===== src/rtl/bresenham_line_rasterizer_core_assert.svh =====
// Assertion macros for the line rasterizer core.
// Used by bresenham_line_rasterizer_core.sv; no other dependencies.
`ifndef BRESENHAM_LINE_RASTERIZER_CORE_ASSERT_SVH
`define BRESENHAM_LINE_RASTERIZER_CORE_ASSERT_SVH

`ifndef SYNTHESIS
// Condition that must hold at every clock edge out of reset.
`define BRL_ASSERT_ALWAYS(lbl, clk, rst_n, cond) \
    lbl: assert property (@(posedge clk) disable iff (!rst_n) (cond)) \
        else $error("assertion failed");
// Condition in this cycle implies a consequence in the next one.
`define BRL_ASSERT_NEXT(lbl, clk, rst_n, ante, cons) \
    lbl: assert property (@(posedge clk) disable iff (!rst_n) (ante) |=> (cons)) \
        else $error("assertion failed");
`else
`define BRL_ASSERT_ALWAYS(lbl, clk, rst_n, cond)
`define BRL_ASSERT_NEXT(lbl, clk, rst_n, ante, cons)
`endif

`endif


===== src/rtl/brl_pkg.sv =====
// Shared constants for the line rasterizer core.
// No dependencies.
package brl_pkg;

    localparam int COORD_BITS_DEF = 8;   // internal coordinate width
    localparam int FIELD_BITS     = 8;   // width of coordinate ports

    localparam logic OP_LOAD = 1'b0;
    localparam logic OP_STEP = 1'b1;

endpackage


===== src/rtl/bresenham_line_rasterizer_core.sv =====
// Bresenham line rasterizer core: load/step walk with a registered result stage.
// Depends on brl_pkg and bresenham_line_rasterizer_core_assert.svh.
//
//   channel | direction | handshake                  | payload
//   --------+-----------+----------------------------+----------------------------------
//   in      | input     | i_in_valid / o_in_ready    | op, x/y start, x/y end, color
//   out     | output    | o_out_valid / i_out_ready  | pixel_x, pixel_y, pixel_color, last
//
// One transaction per cycle on the input while o_in_ready is high; a step's pixel appears
// in the cycle after acceptance, from the result register, while the walk advances by one
// add-and-compare. Load transactions and steps while idle produce no output.
// The output register parts the channels: input is taken while a pixel waits if the
// sink takes it in the same cycle. Synchronous active-low reset clears to idle.
`include "bresenham_line_rasterizer_core_assert.svh"

module bresenham_line_rasterizer_core #(
    parameter int COORD_BITS = brl_pkg::COORD_BITS_DEF
) (
    input  logic                            i_clk,
    input  logic                            i_rst_n,
    input  logic                            i_in_valid,
    output logic                            o_in_ready,
    input  logic                            i_op,
    input  logic [brl_pkg::FIELD_BITS-1:0]  i_x_start,
    input  logic [brl_pkg::FIELD_BITS-1:0]  i_y_start,
    input  logic [brl_pkg::FIELD_BITS-1:0]  i_x_end,
    input  logic [brl_pkg::FIELD_BITS-1:0]  i_y_end,
    input  logic                            i_color,
    output logic                            o_out_valid,
    input  logic                            i_out_ready,
    output logic [brl_pkg::FIELD_BITS-1:0]  o_pixel_x,
    output logic [brl_pkg::FIELD_BITS-1:0]  o_pixel_y,
    output logic                            o_pixel_color,
    output logic                            o_last
);
    import brl_pkg::*;

    localparam int W  = COORD_BITS;
    localparam int EW = COORD_BITS + 3;   // signed error term
    localparam int XW = COORD_BITS + FIELD_BITS;

    // walk state
    logic [W-1:0]          r_major_pos, r_minor_pos, r_major_delta, r_minor_delta;
    logic signed [EW-1:0]  r_error;
    logic                  r_major_neg, r_minor_neg, r_swapped, r_color, r_active;
    logic [W:0]            r_pixels_left;

    logic [W-1:0]          n_major_pos, n_minor_pos, n_major_delta, n_minor_delta;
    logic signed [EW-1:0]  n_error;
    logic                  n_major_neg, n_minor_neg, n_swapped, n_color, n_active;
    logic [W:0]            n_pixels_left;

    // result register
    logic                  r_out_valid;
    logic [FIELD_BITS-1:0] r_px, r_py;
    logic                  r_pcolor, r_plast;

    logic in_fire, out_fire, step_emit, is_last;

    // coordinate width conversion (zero-extend or truncate)
    logic [XW-1:0] x0_ext, y0_ext, x1_ext, y1_ext;
    logic [W-1:0]  x0, y0, x1, y1, dx, dy;
    logic          xneg, yneg, swap;
    logic [W-1:0]  ld_major, ld_minor;
    logic [XW-1:0] px_ext, py_ext;
    logic [W-1:0]  cur_x, cur_y;
    logic signed [EW-1:0] two_minor, two_major;

    assign o_in_ready = !r_out_valid || i_out_ready;
    assign in_fire    = i_in_valid && o_in_ready;
    assign out_fire   = r_out_valid && i_out_ready;
    assign step_emit  = in_fire && (i_op == OP_STEP) && r_active;
    assign is_last    = (r_pixels_left <= (W+1)'(1));

    assign x0_ext = {{W{1'b0}}, i_x_start};
    assign y0_ext = {{W{1'b0}}, i_y_start};
    assign x1_ext = {{W{1'b0}}, i_x_end};
    assign y1_ext = {{W{1'b0}}, i_y_end};
    assign x0 = x0_ext[W-1:0];
    assign y0 = y0_ext[W-1:0];
    assign x1 = x1_ext[W-1:0];
    assign y1 = y1_ext[W-1:0];

    assign xneg = !(x1 > x0);
    assign yneg = !(y1 > y0);
    assign dx   = xneg ? (x0 - x1) : (x1 - x0);
    assign dy   = yneg ? (y0 - y1) : (y1 - y0);
    assign swap = dy > dx;   // equal deltas keep x as major
    assign ld_major = swap ? dy : dx;
    assign ld_minor = swap ? dx : dy;

    assign two_minor = $signed({2'b00, r_minor_delta, 1'b0});
    assign two_major = $signed({2'b00, r_major_delta, 1'b0});

    always_comb begin
        n_major_pos   = r_major_pos;
        n_minor_pos   = r_minor_pos;
        n_major_delta = r_major_delta;
        n_minor_delta = r_minor_delta;
        n_error       = r_error;
        n_major_neg   = r_major_neg;
        n_minor_neg   = r_minor_neg;
        n_swapped     = r_swapped;
        n_color       = r_color;
        n_active      = r_active;
        n_pixels_left = r_pixels_left;
        if (in_fire && (i_op == OP_LOAD)) begin
            n_swapped     = swap;
            n_major_pos   = swap ? y0 : x0;
            n_minor_pos   = swap ? x0 : y0;
            n_major_delta = ld_major;
            n_minor_delta = ld_minor;
            n_major_neg   = swap ? yneg : xneg;
            n_minor_neg   = swap ? xneg : yneg;
            n_error       = $signed({2'b00, ld_minor, 1'b0}) - $signed({3'b000, ld_major});
            n_pixels_left = {1'b0, ld_major} + (W+1)'(1);
            n_color       = i_color;
            n_active      = 1'b1;
        end else if (step_emit) begin
            if (is_last) begin
                n_pixels_left = '0;
                n_active      = 1'b0;
            end else begin
                n_pixels_left = r_pixels_left - (W+1)'(1);
                n_major_pos   = r_major_neg ? (r_major_pos - W'(1)) : (r_major_pos + W'(1));
                if (r_error >= 0) begin
                    n_minor_pos = r_minor_neg ? (r_minor_pos - W'(1))
                                              : (r_minor_pos + W'(1));
                    n_error     = r_error - two_major + two_minor;
                end else begin
                    n_error     = r_error + two_minor;
                end
            end
        end
    end

    assign cur_x  = r_swapped ? r_minor_pos : r_major_pos;
    assign cur_y  = r_swapped ? r_major_pos : r_minor_pos;
    assign px_ext = {{FIELD_BITS{1'b0}}, cur_x};
    assign py_ext = {{FIELD_BITS{1'b0}}, cur_y};

    always_ff @(posedge i_clk) begin
        if (!i_rst_n) begin
            r_major_pos   <= '0;
            r_minor_pos   <= '0;
            r_major_delta <= '0;
            r_minor_delta <= '0;
            r_error       <= '0;
            r_major_neg   <= 1'b0;
            r_minor_neg   <= 1'b0;
            r_swapped     <= 1'b0;
            r_color       <= 1'b0;
            r_active      <= 1'b0;
            r_pixels_left <= '0;
            r_out_valid   <= 1'b0;
        end else begin
            r_major_pos   <= n_major_pos;
            r_minor_pos   <= n_minor_pos;
            r_major_delta <= n_major_delta;
            r_minor_delta <= n_minor_delta;
            r_error       <= n_error;
            r_major_neg   <= n_major_neg;
            r_minor_neg   <= n_minor_neg;
            r_swapped     <= n_swapped;
            r_color       <= n_color;
            r_active      <= n_active;
            r_pixels_left <= n_pixels_left;
            if (step_emit) begin
                r_out_valid <= 1'b1;
            end else if (out_fire) begin
                r_out_valid <= 1'b0;
            end
        end
    end

    // payload of the result register, no reset
    always_ff @(posedge i_clk) begin
        if (step_emit) begin
            r_px     <= px_ext[FIELD_BITS-1:0];
            r_py     <= py_ext[FIELD_BITS-1:0];
            r_pcolor <= r_color;
            r_plast  <= is_last;
        end
    end

    assign o_out_valid   = r_out_valid;
    assign o_pixel_x     = r_px;
    assign o_pixel_y     = r_py;
    assign o_pixel_color = r_pcolor;
    assign o_last        = r_plast;

    `BRL_ASSERT_ALWAYS(a_active_has_pixels, i_clk, i_rst_n, !r_active || (r_pixels_left != '0))
    `BRL_ASSERT_ALWAYS(a_count_bounded, i_clk, i_rst_n, r_pixels_left <= ({1'b0, r_major_delta} + (W+1)'(1)))
    `BRL_ASSERT_NEXT(a_load_activates, i_clk, i_rst_n, in_fire && (i_op == OP_LOAD), r_active)
    `BRL_ASSERT_NEXT(a_last_goes_idle, i_clk, i_rst_n, step_emit && is_last, !r_active && r_out_valid && o_last)

endmodule


===== config.mk =====
export PLATFORM = sky130hd
export DESIGN_NAME = bresenham_line_rasterizer_core
export DESIGN_NICKNAME = d
export VERILOG_FILES = /design/src/rtl/brl_pkg.sv /design/src/rtl/bresenham_line_rasterizer_core.sv
export VERILOG_INCLUDE_DIRS = /design/src /design/src/rtl
export SDC_FILE = /design/constraint.sdc
export NUM_CORES = 1
export LEC_CHECK = 0
export ABC_AREA = 1
export BUFFER_PORTS_ARGS = -buffer_cell sky130_fd_sc_hd__buf_2
export CAP_MARGIN = 0
export CELL_PAD_IN_SITES_DETAIL_PLACEMENT = 1
export CELL_PAD_IN_SITES_GLOBAL_PLACEMENT = 1
export CORE_MARGIN = 2
export CORE_UTILIZATION = 45
export CTS_CLUSTER_DIAMETER = 200
export CTS_CLUSTER_SIZE = 24
export DETAILED_ROUTE_END_ITERATION = 16
export PLACE_DENSITY = 0.91
export SLEW_MARGIN = 10
export SYNTH_ARGS = -nofsm -noshare
export SYNTH_HDL_FRONTEND = slang
export SYNTH_SLANG_ARGS = --single-unit

===== constraint.sdc =====
create_clock -name i_clk -period 6.2 [get_ports i_clk]
set_clock_uncertainty 0.1 [all_clocks]
set_input_delay 0.31 -clock i_clk [delete_from_list [all_inputs] [get_ports i_clk]]
set_output_delay 0.31 -clock i_clk [all_outputs]
set_load 0.05 [all_outputs]

==> flow_summary.json <==
{
  "post_drt_wl_per_cell_um": 17.5,
  "synth_cells": 1081,
  "pwr-share-seq_pct": 20.5,
  "die_h_um": 132,
  "r2r_slack_ns": 2.74,
  "max_stage_delay_ns": 0.42,
  "grt_pass1_wl_mm": 38.0,
  "power.internal_uw": 1440,
  "max_freq_ghz": 0.177,
  "met3_usage_pct": 3.86,
  "portBuffers": 57,
  "yosysSeqAreaShare_pct": 22.9,
  "power_leakage_uw": 0.00402,
  "synth_area_leaders": "dfxtp_1 16%, ha_1 12%, inv_1 10%",
  "slew_headroom_pct": 31.4,
  "cts_setup_buffers": 0,
  "yosys_warnings": 0,
  "rsz0062_at_grt": "false",
  "fin_nets": 1242,
  "pwr-share-comb_pct": 61.5,
  "core-area_mm2": 0.0159,
  "antenna_found_initial": 0,
  "gp_congestion": 0.904,
  "syn-num-nets": 1204,
  "rows": 46,
  "dieArea_mm2": 0.0173,
  "cts_hold_buffers": 0,
  "yosys_most_used_dff": "dfxtp_1",
  "cts_resized": 0,
  "wl_mm": 23.5,
  "num_vias": 7374,
  "hold_ws_ns": 0.0963,
  "clockBufferDepth": 2,
  "critical_path_class": "in2reg",
  "cts_buffers": 9,
  "setup-violations-final": 0,
  "irDropWorstVdd_mv": 0.165,
  "die_w_um": 132,
  "start_util_pct": 46.2,
  "grt_usage_pct": 27.1,
  "tns_ns": 0,
  "critPathRequiredTime_ns": 6.33,
  "synth.cells.most_frequent": "202 x inv_1, 173 x nand2_1, 99 x o21ai_0",
  "crit_slowest_cell": "nand2_4",
  "ys_async_sr_fraction_pct": 0,
  "holdPathStages": 3,
  "grt-ovfl-total": 0,
  "synth-edff-count": 18,
  "path_max_fanout": 36,
  "diodes": 0,
  "arrival_ns": 5.79,
  "worst_slew_pin_slew_ns": 1.03,
  "clk_latency_ns": 0.35,
  "p_sw_uw": 1550,
  "synth_area_per_cell_um2": 6.78,
  "syn_area_mm2": 0.00733,
  "cts-root-buf": "clkbuf_16",
  "synth_seq_cells": 75,
  "synth.most_common_cell": "inv_1",
  "slew_viol_final": 0,
  "drt-pass1-iter-count": 5,
  "final_antenna_net_count": 0,
  "period_share_pct": 91.2,
  "grtUsageMet1_pct": 33.7,
  "timing.rr.start": "r_error[2]",
  "cts_tree": "yes",
  "p_clk_share_pct": 18.0,
  "hold_end": "r_color",
  "drc": 0,
  "area_growth_pct": 10.0,
  "rr_worst_depth": 21,
  "grt_pass1_vias": 7682,
  "grt_use_met2_pct": 47.5,
  "power_uw": 2990,
  "ios": 58,
  "status": "completed",
  "endpoint_kind": "flip-flop",
  "clock-sinks": 75,
  "htree_num_levels": 3,
  "drive_gt1_share_pct": 13.3,
  "grt.busiest_layer": "met2",
  "fin_crit_ns": 5.65,
  "rr_endpoint": "r_error[10]",
  "grt_start_max_net_pins": 56,
  "hp-class": "in2reg",
  "clk_pin_slew_ns": 0.07,
  "max-cap-violations": 0,
  "hold_violations": 0,
  "holdCritStartpoint": "i_color",
  "synth_top_area_share_pct": 15.6,
  "synth.largest_area_cell": "dfxtp_1",
  "yosysUniqueCellTypes": 48,
  "switching_share_pct": 51.8,
  "powerDensity_mw_per_mm2": 371,
  "vias_per_cell": 5.50,
  "worstSetupStartpointType": "primary input",
  "dp_hpwl_mm": 18.3,
  "drt_iter0_drc": 465
}
## cell type report
class / instances / area, um2
timing repair buffer: 64 / 338
tap: 216 / 270
multi-input combinational: 765 / 4710
fill: 2164 / 7820
sequential: 75 / 1680
clock inverter: 7 / 78.8
clock buffer: 9 / 225
inverter: 204 / 766
## critical path: cells and delay by family
kind,cells,cell delay [ns]
simple gates,17,2.28
fa+ha+maj,4,1.23
compound gates,4,0.89
buf+inv,8,0.84
xor+xnor,1,0.22
## cell usage in the layout (no fill, tap or decap), types with 16 or more instances in the layout
master    instances
ha_1             69
buf_2            57
fa_1             16
o21ai_0          99
nor2_1           97
nand2_2          37
nand2_1         173
inv_1           201
nand3_1          47
edfxtp_1         18
a21oi_1          95
xor2_1           18
a31oi_1          18
dfxtp_1          57
## per-stage QoR
stage	std cells	worst slack [ns]	util (%)	instance area, um2
floorplan	1081	1.50	-	7330
global placement	1324	0.673	48.9	7760
finish	1340	0.545	50.8	8070
CTS	1340	0.589	50.8	8070
detailed placement	1324	0.212	48.9	7760
global route	1340	0.0999	50.8	8070
## how the worst max path moves through the flow
stage | slack, ns | startpoint | cells after the start | endpoint
2_1_floorplan | 1.50 | i_y_end[0] | 34 | r_error[10]
3_3_place_gp | 0.67 | i_y_end[0] | 34 | r_error[9]
3_5_place_dp | 0.21 | i_y_end[0] | 34 | r_error[10]
4_1_cts | 0.59 | i_y_end[0] | 34 | r_error[10]
5_1_grt | 0.1 | i_y_end[0] | 34 | r_error[10]
6_report | 0.55 | i_y_end[0] | 34 | r_error[10]
## cell families after synthesis
kind of cell	share of synthesized area (%)
buffers and inverters	13.0
muxes	0.136
and+or+nand+nor	24.2
DFF	22.9
AOI/OAI and AO/OA	20.6
xor gates and xnor gates	3.10
adders and majority gates	16.1
## flip-flops by register name, indices dropped and copies added (netlist names)
name           count
r_minor_neg        1
r_color            1
r_pixels_left      9
r_major_neg        1
r_major_delta      8
o_out_valid        1
o_pixel_color      1
o_pixel_x          8
r_major_pos        8
o_pixel_y          8
r_swapped          1
r_error           10
o_last             1
r_minor_delta      8
r_minor_pos        8
r_active           1
## per-layer routing
layer  share of wire [%]  wire [um]
met1                  44      10200
met2                  49      11500
met3                 4.5       1050
met4                 2.8        668
met5                   0          0
## power groups by stage
stage	Combinational [uW]	Sequential (uW)	Clock [uW]
2_1_floorplan	1410	609	0
3_3_place_gp	1710	619	0
3_5_place_dp	1800	622	0
4_1_cts	1820	613	540
5_1_grt	2060	621	563
6_report	1840	614	539
Power figures use the tool's default switching activity.
